==> config.mk <==
export PLATFORM = sky130hd
export DESIGN_NAME = avtp_stream_depacketizer
export DESIGN_NICKNAME = d
export VERILOG_FILES = /design/src/avsd_pkg.sv /design/src/avsd_front.sv /design/src/avsd_queue.sv /design/src/avsd_back.sv /design/src/avtp_stream_depacketizer.sv
export SDC_FILE = /design/constraint.sdc
export NUM_CORES = 1
export LEC_CHECK = 0
export ABC_AREA = 0
export BUFFER_PORTS_ARGS = -buffer_cell sky130_fd_sc_hd__buf_2
export CORE_AREA = 2 2 188 208
export CTS_BUF_LIST = sky130_fd_sc_hd__clkbuf_16
export DETAILED_ROUTE_END_ITERATION = 10
export DIE_AREA = 0 0 190 210
export PLACE_DENSITY_LB_ADDON = 0.05
export REMOVE_ABC_BUFFERS = 1
export SYNTH_ARGS = -nofsm -noshare
export SYNTH_HDL_FRONTEND = slang
export SYNTH_HIERARCHICAL = 1
export SYNTH_SLANG_ARGS = --single-unit
==> constraint.sdc <==
create_clock -name clock -period 9 [get_ports clock]
set_clock_uncertainty 0.2 [all_clocks]
set_input_delay 0.9 -clock clock [delete_from_list [all_inputs] [get_ports clock]]
set_output_delay 0.9 -clock clock [all_outputs]
set_load 0.05 [all_outputs]
==> src/avsd_pkg.sv <==
// ----------------------------------------------------------------------------
// avsd_pkg
// shared types and constants of the avtp stream depacketizer
// ----------------------------------------------------------------------------
package avsd_pkg;

   localparam int CHANNELS_DEFAULT     = 4;
   localparam int HEADER_BYTES_DEFAULT = 14 + 36 + 4;
   localparam int QUEUE_DEPTH          = 4;
   localparam int CH_FIELD_W           = 7;

   localparam logic [15:0] STREAM_ID_BASE_RESET = 16'h3350;

   localparam logic [15:0] OFF_SEQ    = 16'd16;
   localparam logic [15:0] OFF_ID_HI  = 16'd24;
   localparam logic [15:0] OFF_ID_LO  = 16'd25;
   localparam logic [15:0] OFF_LEN_HI = 16'd34;
   localparam logic [15:0] OFF_LEN_LO = 16'd35;
   localparam logic [15:0] OFF_MAX    = 16'hFFFF;

   typedef enum logic [2:0] {
      EV_PAYLOAD     = 3'd0,
      EV_RESYNC      = 3'd1,
      EV_SHORT_FRAME = 3'd2,
      EV_BAD_CHANNEL = 3'd3,
      EV_LENGTH_ERR  = 3'd4
   } event_type;

   typedef enum logic [1:0] {
      OP_PASS,
      OP_CHECK,
      OP_DATA
   } op_type;

   typedef struct packed {
      op_type                  op;
      event_type               kind;
      logic [CH_FIELD_W-1:0]   channel;
      logic [7:0]              data;
      logic                    last;
      logic [7:0]              seq;
      logic                    len_ok;
      logic                    fwd;
   } item_type;

endpackage

==> src/avsd_front.sv <==
// ----------------------------------------------------------------------------
// avsd_front
// byte parser: tracks the frame offset, captures header fields, maps the
// stream id to a channel and queues classified transactions
// ----------------------------------------------------------------------------
module avsd_front #(
   parameter int CHANNELS     = avsd_pkg::CHANNELS_DEFAULT,
   parameter int HEADER_BYTES = avsd_pkg::HEADER_BYTES_DEFAULT
) (
   input  logic                clock,
   input  logic                reset,
   input  logic                req_valid,
   output logic                req_ready,
   input  logic [7:0]          req_frame_byte,
   input  logic                req_frame_start,
   input  logic [15:0]         req_frame_length,
   input  logic [15:0]         stream_id_base,
   input  logic                q_full,
   output logic                q_push,
   output avsd_pkg::item_type  q_item
);

   localparam logic [15:0] HB = 16'(HEADER_BYTES);

   logic [15:0] off_ff, off_in;
   logic        active_ff, active_in;
   logic        fwd_ff, fwd_in;
   logic [7:0]  seq_ff, seq_in;
   logic [15:0] id_ff, id_in;
   logic [7:0]  len_hi_ff, len_hi_in;
   logic [avsd_pkg::CH_FIELD_W-1:0] ch_ff, ch_in;
   logic [16:0] last_off_ff, last_off_in;

   logic        accept;
   logic [15:0] off_step;
   logic [16:0] diff;
   logic [15:0] plen;
   logic [16:0] len_need;
   logic        len_ok;
   logic        bad_ch;

   assign req_ready = !q_full;
   assign accept    = req_valid && !q_full;

   always_comb begin
      off_step = req_frame_start ? 16'd0
               : (off_ff != avsd_pkg::OFF_MAX) ? off_ff + 16'd1 : off_ff;
      diff     = {1'b0, id_ff} - {1'b0, stream_id_base} - 17'd1;
      plen     = {len_hi_ff, req_frame_byte};
      len_need = {1'b0, HB} + {1'b0, plen};
      len_ok   = {1'b0, req_frame_length} >= len_need;
      bad_ch   = diff[16] || (diff[15:1] >= 15'(CHANNELS));

      off_in      = off_ff;
      active_in   = active_ff;
      fwd_in      = fwd_ff;
      seq_in      = seq_ff;
      id_in       = id_ff;
      len_hi_in   = len_hi_ff;
      ch_in       = ch_ff;
      last_off_in = last_off_ff;
      q_push      = 1'b0;
      q_item      = avsd_pkg::item_type'('0);

      if (accept) begin
         off_in = off_step;
         if (req_frame_start) begin
            seq_in    = 8'd0;
            id_in     = 16'd0;
            len_hi_in = 8'd0;
            fwd_in    = 1'b0;
            ch_in     = '0;
            if (req_frame_length <= HB) begin
               active_in   = 1'b0;
               q_push      = 1'b1;
               q_item.op   = avsd_pkg::OP_PASS;
               q_item.kind = avsd_pkg::EV_SHORT_FRAME;
            end else begin
               active_in = 1'b1;
            end
         end else if (active_ff) begin
            case (off_step)
               avsd_pkg::OFF_SEQ:    seq_in = req_frame_byte;
               avsd_pkg::OFF_ID_HI:  id_in = {req_frame_byte, id_ff[7:0]};
               avsd_pkg::OFF_ID_LO:  id_in = {id_ff[15:8], req_frame_byte};
               avsd_pkg::OFF_LEN_HI: len_hi_in = req_frame_byte;
               avsd_pkg::OFF_LEN_LO: begin
                  q_push = 1'b1;
                  if (bad_ch) begin
                     active_in   = 1'b0;
                     q_item.op   = avsd_pkg::OP_PASS;
                     q_item.kind = avsd_pkg::EV_BAD_CHANNEL;
                     q_item.seq  = seq_ff;
                  end else begin
                     q_item.op      = avsd_pkg::OP_CHECK;
                     q_item.channel = diff[avsd_pkg::CH_FIELD_W:1];
                     q_item.seq     = seq_ff;
                     q_item.len_ok  = len_ok;
                     q_item.fwd     = plen != 16'd0;
                     ch_in          = diff[avsd_pkg::CH_FIELD_W:1];
                     last_off_in    = len_need - 17'd1;
                     if (!len_ok || plen == 16'd0) begin
                        active_in = 1'b0;
                     end else begin
                        fwd_in = 1'b1;
                     end
                  end
               end
               default: begin
                  if (fwd_ff && off_step >= HB) begin
                     q_push         = 1'b1;
                     q_item.op      = avsd_pkg::OP_DATA;
                     q_item.kind    = avsd_pkg::EV_PAYLOAD;
                     q_item.channel = ch_ff;
                     q_item.data    = req_frame_byte;
                     q_item.seq     = seq_ff;
                     q_item.last    = {1'b0, off_step} == last_off_ff;
                     if ({1'b0, off_step} == last_off_ff) begin
                        fwd_in    = 1'b0;
                        active_in = 1'b0;
                     end
                  end
               end
            endcase
         end
      end
   end

   always_ff @(posedge clock) begin
      if (reset) begin
         off_ff      <= 16'd0;
         active_ff   <= 1'b0;
         fwd_ff      <= 1'b0;
         seq_ff      <= 8'd0;
         id_ff       <= 16'd0;
         len_hi_ff   <= 8'd0;
         ch_ff       <= '0;
         last_off_ff <= 17'd0;
      end else begin
         off_ff      <= off_in;
         active_ff   <= active_in;
         fwd_ff      <= fwd_in;
         seq_ff      <= seq_in;
         id_ff       <= id_in;
         len_hi_ff   <= len_hi_in;
         ch_ff       <= ch_in;
         last_off_ff <= last_off_in;
      end
   end

endmodule

==> src/avsd_queue.sv <==
// ----------------------------------------------------------------------------
// avsd_queue
// short shifting queue between parser and sequence checker
// ----------------------------------------------------------------------------
module avsd_queue #(
   parameter int DEPTH = avsd_pkg::QUEUE_DEPTH
) (
   input  logic                clock,
   input  logic                reset,
   input  logic                push,
   input  avsd_pkg::item_type  push_item,
   output logic                full,
   input  logic                pop,
   output avsd_pkg::item_type  head_item,
   output logic                empty
);

   localparam int CNT_W = $clog2(DEPTH + 1);

   avsd_pkg::item_type slot_ff [DEPTH];
   avsd_pkg::item_type slot_in [DEPTH];
   logic [CNT_W-1:0]   count_ff, count_in;
   logic [CNT_W-1:0]   wr_idx;

   assign full      = count_ff == CNT_W'(DEPTH);
   assign empty     = count_ff == '0;
   assign head_item = slot_ff[0];

   always_comb begin
      wr_idx   = count_ff - (pop ? CNT_W'(1) : CNT_W'(0));
      count_in = count_ff + (push ? CNT_W'(1) : CNT_W'(0))
                          - (pop ? CNT_W'(1) : CNT_W'(0));
      for (int i = 0; i < DEPTH; i++) begin
         if (pop && i < DEPTH - 1) begin
            slot_in[i] = slot_ff[i + 1];
         end else begin
            slot_in[i] = slot_ff[i];
         end
         if (push && wr_idx == CNT_W'(i)) begin
            slot_in[i] = push_item;
         end
      end
   end

   always_ff @(posedge clock) begin
      if (reset) begin
         count_ff <= '0;
      end else begin
         count_ff <= count_in;
      end
   end

   always_ff @(posedge clock) begin
      for (int i = 0; i < DEPTH; i++) begin
         slot_ff[i] <= slot_in[i];
      end
   end

endmodule

==> src/avsd_back.sv <==
// ----------------------------------------------------------------------------
// avsd_back
// per-channel sequence check, frame drop decision and result register
// ----------------------------------------------------------------------------
module avsd_back #(
   parameter int CHANNELS = avsd_pkg::CHANNELS_DEFAULT
) (
   input  logic                clock,
   input  logic                reset,
   input  logic                q_empty,
   input  avsd_pkg::item_type  q_item,
   output logic                q_pop,
   output logic                rsp_valid,
   input  logic                rsp_ready,
   output logic [2:0]          rsp_event_kind,
   output logic [1:0]          rsp_channel_index,
   output logic [7:0]          rsp_payload_byte,
   output logic                rsp_payload_last,
   output logic [7:0]          rsp_sequence_seen
);

   localparam int CH_W = (CHANNELS > 1) ? $clog2(CHANNELS) : 1;

   logic [7:0]          seq_mem [CHANNELS];
   logic [CHANNELS-1:0] valid_ff;

   avsd_pkg::item_type  s2_ff;
   logic                s2_v_ff, s2_v_in;
   logic [7:0]          rd_seq_ff;
   logic                rd_valid_ff;
   logic                pass_ff, pass_in;

   logic                out_v_ff, out_v_in;
   avsd_pkg::event_type out_kind_ff, out_kind_in;
   logic [1:0]          out_ch_ff, out_ch_in;
   logic [7:0]          out_byte_ff, out_byte_in;
   logic                out_last_ff, out_last_in;
   logic [7:0]          out_seq_ff, out_seq_in;

   logic                out_free;
   logic                gap;
   logic                emit;
   avsd_pkg::event_type ekind;
   logic                done;
   logic                wr_en;
   logic [CH_W-1:0]     wr_addr;
   logic [CH_W-1:0]     rd_addr;
   logic                bypass;

   always_comb begin
      out_free = !out_v_ff || rsp_ready;
      gap      = rd_valid_ff && (s2_ff.seq != rd_seq_ff + 8'd1);
      emit     = 1'b0;
      ekind    = s2_ff.kind;
      unique case (s2_ff.op)
         avsd_pkg::OP_PASS: emit = 1'b1;
         avsd_pkg::OP_CHECK: begin
            emit  = gap || !s2_ff.len_ok;
            ekind = gap ? avsd_pkg::EV_RESYNC : avsd_pkg::EV_LENGTH_ERR;
         end
         avsd_pkg::OP_DATA: begin
            emit  = pass_ff;
            ekind = avsd_pkg::EV_PAYLOAD;
         end
         default: emit = 1'b0;
      endcase

      done    = s2_v_ff && (!emit || out_free);
      q_pop   = !q_empty && (!s2_v_ff || done);
      wr_en   = done && s2_ff.op == avsd_pkg::OP_CHECK;
      wr_addr = s2_ff.channel[CH_W-1:0];
      rd_addr = q_item.channel[CH_W-1:0];
      bypass  = wr_en && wr_addr == rd_addr;

      s2_v_in = q_pop ? 1'b1 : (done ? 1'b0 : s2_v_ff);

      pass_in = pass_ff;
      if (wr_en) begin
         pass_in = !gap && s2_ff.len_ok && s2_ff.fwd;
      end else if (done && s2_ff.op == avsd_pkg::OP_DATA && s2_ff.last) begin
         pass_in = 1'b0;
      end

      out_v_in    = out_v_ff && !rsp_ready;
      out_kind_in = out_kind_ff;
      out_ch_in   = out_ch_ff;
      out_byte_in = out_byte_ff;
      out_last_in = out_last_ff;
      out_seq_in  = out_seq_ff;
      if (done && emit) begin
         out_v_in    = 1'b1;
         out_kind_in = ekind;
         out_ch_in   = s2_ff.channel[1:0];
         out_byte_in = (s2_ff.op == avsd_pkg::OP_CHECK) ? 8'd0 : s2_ff.data;
         out_last_in = (s2_ff.op == avsd_pkg::OP_CHECK) ? 1'b0 : s2_ff.last;
         out_seq_in  = s2_ff.seq;
      end
   end

   always_ff @(posedge clock) begin
      if (reset) begin
         s2_v_ff  <= 1'b0;
         pass_ff  <= 1'b0;
         out_v_ff <= 1'b0;
         valid_ff <= '0;
      end else begin
         s2_v_ff  <= s2_v_in;
         pass_ff  <= pass_in;
         out_v_ff <= out_v_in;
         if (wr_en) begin
            valid_ff[wr_addr] <= 1'b1;
         end
      end
   end

   always_ff @(posedge clock) begin
      if (wr_en) begin
         seq_mem[wr_addr] <= s2_ff.seq;
      end
      if (q_pop) begin
         s2_ff       <= q_item;
         rd_seq_ff   <= bypass ? s2_ff.seq : seq_mem[rd_addr];
         rd_valid_ff <= bypass ? 1'b1 : valid_ff[rd_addr];
      end
      out_kind_ff <= out_kind_in;
      out_ch_ff   <= out_ch_in;
      out_byte_ff <= out_byte_in;
      out_last_ff <= out_last_in;
      out_seq_ff  <= out_seq_in;
   end

   assign rsp_valid         = out_v_ff;
   assign rsp_event_kind    = out_kind_ff;
   assign rsp_channel_index = out_ch_ff;
   assign rsp_payload_byte  = out_byte_ff;
   assign rsp_payload_last  = out_last_ff;
   assign rsp_sequence_seen = out_seq_ff;

endmodule

==> src/avtp_stream_depacketizer.sv <==
// ----------------------------------------------------------------------------
// avtp_stream_depacketizer
// ieee 1722 avtp stream depacketizer with per-channel sequence tracking
// ----------------------------------------------------------------------------
// usage
//   req_* takes one ethernet frame byte per transaction; req_frame_start marks
//   offset 0 and req_frame_length gives the frame size. rsp_* delivers one
//   transaction per payload byte (offset HEADER_BYTES on) or per event:
//   decoder resync, short frame, bad channel or length error.
//   csr_write_enable/csr_write_data load the stream id base; write only idle.
//   throughput is one byte per cycle while req_ready is high. the byte is
//   classified as it is accepted and lands in a queue slot, the checker stage
//   takes it with the registered sequence memory read, then it moves to the
//   output register, which drives rsp_valid.
//   when the receiver stalls, the output register holds, the checker stage
//   and the 4-entry queue absorb further bytes and req_ready drops only when
//   the queue is full.
//   reset is synchronous; it clears all sequence state (every channel starts
//   unset), the parser and the queue, and restores the stream id base.
// ----------------------------------------------------------------------------
module avtp_stream_depacketizer #(
   parameter int CHANNELS     = avsd_pkg::CHANNELS_DEFAULT,
   parameter int HEADER_BYTES = avsd_pkg::HEADER_BYTES_DEFAULT
) (
   input  logic        clock,
   input  logic        reset,
   input  logic        req_valid,
   output logic        req_ready,
   input  logic [7:0]  req_frame_byte,
   input  logic        req_frame_start,
   input  logic [15:0] req_frame_length,
   output logic        rsp_valid,
   input  logic        rsp_ready,
   output logic [2:0]  rsp_event_kind,
   output logic [1:0]  rsp_channel_index,
   output logic [7:0]  rsp_payload_byte,
   output logic        rsp_payload_last,
   output logic [7:0]  rsp_sequence_seen,
   input  logic        csr_write_enable,
   input  logic [15:0] csr_write_data
);

   logic [15:0]        base_ff;
   logic               q_push;
   logic               q_pop;
   logic               q_full;
   logic               q_empty;
   avsd_pkg::item_type push_item;
   avsd_pkg::item_type head_item;

   always_ff @(posedge clock) begin
      if (reset) begin
         base_ff <= avsd_pkg::STREAM_ID_BASE_RESET;
      end else if (csr_write_enable) begin
         base_ff <= csr_write_data;
      end
   end

   avsd_front #(
      .CHANNELS     (CHANNELS),
      .HEADER_BYTES (HEADER_BYTES)
   ) u_front (
      .clock            (clock),
      .reset            (reset),
      .req_valid        (req_valid),
      .req_ready        (req_ready),
      .req_frame_byte   (req_frame_byte),
      .req_frame_start  (req_frame_start),
      .req_frame_length (req_frame_length),
      .stream_id_base   (base_ff),
      .q_full           (q_full),
      .q_push           (q_push),
      .q_item           (push_item)
   );

   avsd_queue #(
      .DEPTH (avsd_pkg::QUEUE_DEPTH)
   ) u_queue (
      .clock     (clock),
      .reset     (reset),
      .push      (q_push),
      .push_item (push_item),
      .full      (q_full),
      .pop       (q_pop),
      .head_item (head_item),
      .empty     (q_empty)
   );

   avsd_back #(
      .CHANNELS (CHANNELS)
   ) u_back (
      .clock             (clock),
      .reset             (reset),
      .q_empty           (q_empty),
      .q_item            (head_item),
      .q_pop             (q_pop),
      .rsp_valid         (rsp_valid),
      .rsp_ready         (rsp_ready),
      .rsp_event_kind    (rsp_event_kind),
      .rsp_channel_index (rsp_channel_index),
      .rsp_payload_byte  (rsp_payload_byte),
      .rsp_payload_last  (rsp_payload_last),
      .rsp_sequence_seen (rsp_sequence_seen)
   );

   a_queue_sane : assert property (@(posedge clock) disable iff (reset)
      !(q_full && q_empty))
      else $error("queue full and empty together");

   a_short_queued : assert property (@(posedge clock) disable iff (reset)
      req_valid && req_ready && req_frame_start
         && req_frame_length <= 16'(HEADER_BYTES) |=> !q_empty)
      else $error("short frame event not queued");

   a_last_only_payload : assert property (@(posedge clock) disable iff (reset)
      rsp_valid && rsp_event_kind != avsd_pkg::EV_PAYLOAD |-> !rsp_payload_last)
      else $error("last flag on an event");

   a_short_zero : assert property (@(posedge clock) disable iff (reset)
      rsp_valid && rsp_event_kind == avsd_pkg::EV_SHORT_FRAME
         |-> rsp_sequence_seen == 8'd0 && rsp_channel_index == 2'd0)
      else $error("short frame reports captured fields");

endmodule

# Word-level counts from Yosys, hierarchy flattened

Memory sizes are Yosys's and may differ from the RTL's. A register that Yosys moved wholly into a read port is not among the register bits.
Cells that the tools add are included.

Flip-flop bits (word level): 149
Bits in writable memories: 156
Output and inout port bits: 24
Memories kept: 2

$add $sub $neg: 9
Magnitude comparators: 7
Eq/ne operators: 21
Mux-type cells: 73
Bitwise logic cells: 3
Reductions and logical operators: 57

Memory list:

| name            | depth | width | read ports | clocked after Yosys merged registers in | wr ports | RTL line         | text |
|---|---|---|---|---|---|---|---|
| u_queue.slot_ff | 4     | 31    | 4          | 0                                       | 4        | avsd_queue.sv:20 | `avsd_pkg::item_type slot_ff [DEPTH];` |
| u_back.seq_mem  | 4     | 8     | 1          | 1                                       | 1        | avsd_back.sv:24  | `logic [7:0] seq_mem [CHANNELS];` |

Operator list:

| operator                | number |
|---|---|
| $mux W31                | 9 |
| $mux W16                | 4 |
| $eq A16 B5 Y1 const B   | 3 |
| $mux W8                 | 6 |
| $mux W7                 | 5 |
| $sub A17 B1 Y17 const B | 2 |
| $eq A16 B6 Y1 const B   | 2 |
| $pmux W16 S2            | 1 |
| $mux W1                 | 30 |
| $mux W29                | 1 |
| $mux W26                | 1 |
| $pmux W12 S2            | 1 |
| $logic_and A1 B1 Y1     | 18 |
| $add A6 B16 Y17 const A | 1 |
| $eq A16 B17 Y1          | 1 |
| $ge A16 B17 Y1          | 1 |
| $sub A16 B16 Y17        | 1 |
| $add A16 B1 Y16 const B | 1 |
| $ge A16 B6 Y1 const B   | 1 |
| $le A16 B6 Y1 const B   | 1 |
| $logic_not A16 Y1       | 1 |
| $ne A16 B16 Y1 const B  | 1 |
| $pmux W8 S2             | 1 |
| $reduce_bool A16 Y1     | 1 |
| 39 further kinds        | 76 |

# Longest topological paths before layout

Gate-level depths: netlist of the first run.

Word-level depth: 15
Depth in mapped cells: 16
Mapped depth without buffers: 16

# Hierarchy

The synthesis of the first run kept the hierarchy.

Modules (own cells, without submodules):

| module                   | times used | cells an instance | area each (µm²) | seq. area each (µm²) |
|---|---|---|---|---|
| avsd_front               | 1          | 876               | 6667.6          | 1481.4 |
| avsd_queue               | 1          | 258               | 5337.6          | 3783.6 |
| avsd_back                | 1          | 209               | 3796.1          | 2812.7 |
| avtp_stream_depacketizer | 1          | 52                | 598.1           | 320.3 |

# Worst setup path after synthesis of the first run

OpenSTA, ideal clock, no wires.

Path type: register -> register
From: register, netlist name u_back/rd_seq_ff[0]
To: memory u_queue/slot_ff[1][0] in the netlist's numbering, enable pin
Setup time: 0.393 ns
Arrival: 5.641 ns
Slack: 2.766 ns
Stages on the path, launching flop included: 14
Path buffers: 1
Period minus slack after synthesis: 6.234 ns
Cells stage by stage: edfxtp_1 ha_1 xnor2_1 o211ai_1 a211oi_2 nand4_4 a31oi_1 ha_1 inv_1 ha_1 nor2_1 nand3_1 buf_2 nand2b_1

RTL lines:

| item          | RTL line |
|---|---|
| end, declared | avsd_queue.sv:20 |

==> metrics.yaml, run 1 <==
power:
  power_leakage_nw: 6.666
  powerDensity_nw_per_um2: 258.5
  ir_drop_uv: 145.8
placement:
  placed_area_um2: 16110
  io_buffers: 69
  finalWeightedCongestion: 0.8796
  dp_hpwl_mm: 25.78
layout:
  final_common_cell: "edfxtp_1"
  drive_gt1_frac: 0.1928
  finalNetCount: 1481
  syn2layout_area_growth_pct: 11.92
  stdcell_area_um2: 17280
  mostFrequentLayoutCells: "edfxtp_1 (193), nor2_1 (116), dfxtp_1 (95)"
  antennaDiodeCount: 0
global_routing:
  gr-total-overflow: 0
  grt_max_degree: 58
  grt_pass1_vias: 10180
  grt_pass1_wl_mm: 56.79
  grtUsageTotal: 0.1804
  antenna_found_initial: 0
drt:
  postRouteAntennaNets: 0
  dr.pass1.iters: 5
  vias_per_cell: 5.447
  wl_per_cell_um: 18.51
  dr.first_iter.drc_count: 585
  routed_wl_mm: 35.46
  drc_errors: 0
  dr_total_vias: 10440
clocking:
  htreeDepth: 2
  cts.sinks: 288
  clockBufferDepth: 3
  clkTransAtPathRegs_ns: 0.06
  ctsHoldBuffers: 0
  tritoncts: "built"
  post_cts_resized: 0
  clk_latency_ns: 0.53
  cts_setup_buffers: 0
  cts_inserted_buffers: 35
  clock-root-buffer: "clkbuf_16"
worst_setup_path:
  crit_required_ns: 8.94
  end_kind: "flop"
  start_kind: "flop"
  crit_slowest_cell: "nand2b_1"
  crit_arrival_ns: 5.21
  crit_chain: "ha_1 > and4_1 > o211ai_1 > o21ai_0 > a211oi_2 > a31o_2 > a31oi_1 > nor2_1 > a21oi_1 > nand3_1 > buf_4 > nand2b_1"
  cp_max_fo: 27
  crit_type: "reg2reg"
  critical-path-max-stage-delay_ns: 0.86
sta:
  period_needed_ns: 5.271
  relSlewSlack: 0.2136
  min_period_over_period: 0.5856
  slew_violations: 0
  clock.fmax_mhz: 189.7
  hold_viol_final: 0
  setup_tns_ns: 0
  rsz0062_at_grt: "no"
  setup_viol: 0
  tightest_slew_ns: 1.180
synth:
  ys_warn_count: 6
  postSynthAreaPerCell_um2: 11.52
  synth_cells: 1340
  syn-cell-area_um2: 15440
die:
  chipHeight_um: 210
  io_pins: 70
  die_area_um2: 39900
  start_util: 0.4082
  rows: 75
  core-area_um2: 37820
  fp.dieW_um: 190
min_path:
  hold_class: "reg2reg"
run_status:
  status: "finished, final reports clean"
job:
  max_cap_violations: 0
metal layers:
metal / track usage / wire, µm / vias to the layer above
li1: - / - / 5162
met1: 0.2395 / 16060 / 4973
met2: 0.3004 / 17050 / 247
met3: 0.02464 / 1391 / 55
met4: 0.06736 / 959 / 0
met5: 0 / 0 / -
power breakdown:
group	leakage, nW	internal [mW]	switching [mW]	total [mW]
Sequential	2.72	1.89	0.175	2.07
Combinational	3.35	0.399	0.577	0.976
Clock	0.597	0.872	0.552	1.42
Total	6.67	3.16	1.30	4.47
flip-flops by register name, indices dropped and copies added (netlist names), 8 cells and up:
name                      cells
u_back/s2_ff                 26
u_back/rsp_payload_byte       8
u_queue/slot_ff             104
u_front/last_off_ff          17
u_front/len_hi_ff             8
base_ff                      16
u_back/seq_mem               32
u_front/seq_ff                8
u_back/rsp_sequence_seen      8
u_front/off_ff               16
u_back/rd_seq_ff              8
u_front/id_ff                16
critical path: cells and delay by family (launching register included):
kind,cells,cell delay [ns]
AOI/OAI and AO/OA,6,1.90
and+or+nand+nor,4,1.68
DFF,1,0.46
adders and majority gates,1,0.36
buffers and inverters,1,0.26
area by class of cell:
type / count / area, µm²
clock inverters: 28 / 270.3
well taps: 500 / 625.6
repair buffers: 79 / 422.9
inverters: 46 / 172.7
fillers: 3564 / 20540
clock buffers: 36 / 900.9
flip-flops and latches: 288 / 7697
multi-input cells: 939 / 7187
stage by stage:
stage	power (mW)	setup WS [ns]	hold WS, ns	instances	util
after global routing	4.718	3.301	0.2233	1916	0.4568
after global placement	3.079	3.831	0.2030	1852	0.4259
after floorplan	2.798	2.288	0.2003	1273	-
after CTS	4.543	3.751	0.2168	1916	0.4568
after detailed placement	3.092	3.792	0.2054	1852	0.4259
final	4.467	3.729	0.2133	1916	0.4568
path summary, 6_finish.rpt:
path         depth (start not counted)                endpoint                   from  slack [ns]
max reg2reg                         12  u_queue/slot_ff[1][11]      u_front/off_ff[0]        3.73
max                                 12  u_queue/slot_ff[1][11]      u_front/off_ff[0]        3.73
min                                  0         u_back/s2_ff[0]  u_queue/slot_ff[0][0]        0.21
min reg2reg                          0         u_back/s2_ff[0]  u_queue/slot_ff[0][0]        0.21
Note: power is estimated with default switching activity, not from simulation.
==> inputs of run 2 (changes only) <==
clock period = 4.3 ns   (was 9 ns; I/O delays follow)
==> metrics.yaml, run 2 (synthesis results as in run 1) <==
run_status:
  status: "finished, final reports clean"
clocking:
  clkTransAtPathRegs_ns: 0.06  # about the same
  htreeDepth: 2  # unchanged
  clockBufferDepth: 3  # unchanged
  clock-root-buffer: "clkbuf_16"
  cts_inserted_buffers: 35  # unchanged
  cts.sinks: 288  # unchanged
  tritoncts: "built"
  clk_latency_ns: 0.52  # about the same
sta:
  clock.fmax_mhz: 245.3
  period_needed_ns: 4.077
  relSlewSlack: 0.4356  # +0.2220
  slew_violations: 0  # unchanged
  layout_setup_ws_ns: 0.2232  # -3.506 ns
  tightest_slew_ns: 0.8253  # -0.3543 ns
  rsz0062_at_grt: "no"
  hold_viol_final: 0  # unchanged
  setup_viol: 0  # unchanged
  min_period_over_period: 0.9481
  whs_ns: 0.04307  # -0.1702 ns
worst_setup_path:
  end_kind: "flop"
  ff2ff_setup_slack_ns: 0.23  # -3.50 ns
  cpLargestDelayFamily: "compound AO/OA/AOI/OAI gates"
  crit_required_ns: 4.36  # -4.58 ns
  crit_end: "u_queue/slot_ff[1][1]"
  crit_type: "in2reg"
  crit_chain: "dlygate4sd3_1 > buf_2 > inv_1 > ha_1 > nor2b_2 > o21ai_2 > xnor2_2 > inv_1 > ha_1 > a211o_1 > a21oi_1 > nand4b_1 > a221oi_1 > o31a_1 > o21ai_0 > and3_2 > mux2_2"
  reg2reg_depth: 14  # +2
  start_kind: "input pin"
  reg2reg_to: "u_queue/slot_ff[2][0]"
  cp_max_fo: 5  # -81%
  crit_arrival_ns: 4.14  # -1.07 ns
  reg2reg_from: "u_front/off_ff[6]"
  cp_num_buf_inv: 4  # +3
  crit_slowest_cell: "dlygate4sd3_1"
  cp-startpoint: "req_frame_byte[2]"
  cp.depth: 17  # +5
  critical-path-max-stage-delay_ns: 0.53  # -0.33 ns
die:
  fp.dieW_um: 190  # unchanged
  io_pins: 70  # unchanged
  rows: 75  # unchanged
  start_util: 0.4082  # unchanged
  chipHeight_um: 210  # unchanged
  die_area_um2: 39900  # unchanged
  core-area_um2: 37820  # unchanged
drt:
  dr.first_iter.drc_count: 479  # -18%
  routed_wl_mm: 36.87  # +4.0%
  dr_total_vias: 10760  # +3.0%
  drc_errors: 0  # unchanged
  postRouteAntennaNets: 0  # unchanged
  dr.pass1.iters: 5  # unchanged
  vias_per_cell: 5.402  # -0.83%
  wl_per_cell_um: 18.52  # about the same
global_routing:
  grt_max_degree: 50  # -14%
  antenna_found_initial: 0  # unchanged
  grtUsageTotal: 0.1853  # +0.004963
  grt_pass1_wl_mm: 58.72  # +3.4%
  grt_pass1_vias: 10730  # +5.4%
  gr-total-overflow: 0  # unchanged
placement:
  finalWeightedCongestion: 0.9595  # +9.1%
  placed_area_um2: 16570  # +2.9%
  dp_slack_ns: 0.05154  # -3.741 ns
  io_buffers: 69  # unchanged
  dp_hpwl_mm: 27.48  # +6.6%
layout:
  drive_gt1_frac: 0.2334  # +0.04060
  stdcell_area_um2: 18000  # +4.2%
  final_common_cell: "edfxtp_1"
  reg_top3: "u_queue/slot_ff (104), u_back/seq_mem (32), u_back/s2_ff (26)"
  regMostFlops: "u_queue/slot_ff"
  mostFrequentLayoutCells: "edfxtp_1 (193), nor2_1 (116), dfxtp_1 (92)"
  antennaDiodeCount: 0  # unchanged
  finalNetCount: 1556  # +5.1%
  syn2layout_area_growth_pct: 16.63
  largest_register_ffs: 104  # unchanged
min_path:
  hold_class: "in2reg"
power:
  ir_drop_uv: 296.4  # +100%
  power_leakage_nw: 6.978  # +4.7%
  powerDensity_nw_per_um2: 529.8  # +100%
  power_mw: 9.537  # +110%
job:
  max_cap_violations: 0  # unchanged
run 2: cell count changes in the layout (fill, tap and decap cells not counted), sizes merged:
| cell | before | now |
|---|---|---|
| inv | 54 | 48 |
| clkinvlp | 2 | 3 |
| buf | 79 | 136 |
| dlygate4sd3 | 0 | 18 |
| clkinv | 13 | 20 |
| bufinv | 5 | 3 |
run 2: worst reg2reg max path: stages, from the launching register on:
cell	delay (ns)
dfxtp_1	0.35
buf_4	0.20
and3_1	0.29
nand4_1	0.35
o21ai_0	0.17
and2_4	0.19
or4b_4	0.51
nor4_2	0.19
nor2_1	0.11
a21oi_1	0.20
buf_4	0.17
and4_1	0.23
buf_12	0.22
or2_2	0.18
buf_12	0.18
run 2: area by class of cell:
| class | instances | area, µm² |
|---|---|---|
| clock buffers | 36 | 900.9 |
| clock inverters | 28 | 231.5 |
| fillers | 3569 | 19820 |
| inverters | 46 | 172.7 |
| multi-input cells | 939 | 7264 |
| flip-flops and latches | 288 | 7701 |
| well taps | 500 | 625.6 |
| repair buffers | 154 | 1106 |
run 2: metrics by stage:
stage	cells	setup TNS [ns]	util
floorplan	1273	-379.63	-
global placement	1904	0	0.4380
detailed placement	1904	0	0.4380
CTS	1986	0	0.4728
global route	1991	0	0.4760
finish	1991	0	0.4760
run 2: worst min-delay path by stage:
stage	startpoint	slack, ns	endpoint	cells after the start
floorplan	u_queue/slot_ff[0][0]	0.20	u_back/s2_ff[0]	0
global placement	u_queue/slot_ff[0][8]	0.20	u_back/s2_ff[8]	0
detailed placement	u_queue/slot_ff[0][10]	0.20	u_back/s2_ff[10]	0
CTS	req_frame_byte[1]	0.01	u_front/id_ff[1]	2
global route	req_frame_byte[6]	0.05	u_front/id_ff[6]	2
finish	rsp_ready	0.04	u_back/rsp_valid	3
run 2: report_power, final:
group	switching, mW	internal [mW]
Clock	1.15	1.71
Sequential	0.374	4.04
Combinational	1.26	1.01
run 2: per-layer routing:
layer / share of wire / global-route usage / vias up
li1: - / - / 5295
met1: 0.45 / 0.2426 / 5202
met2: 0.49 / 0.3173 / 210
met3: 0.034 / 0.02631 / 48
met4: 0.023 / 0.05801 / 0
met5: 0 / 0 / -
run 2: what timing repair did:
item                                    in CTS  in global routing
hold buffers                                18                  0
setup buffers                                0                  5
endpoints found under the setup margin       0                124
endpoints found under the hold margin       18                  0
gates resized for setup                      0                 21
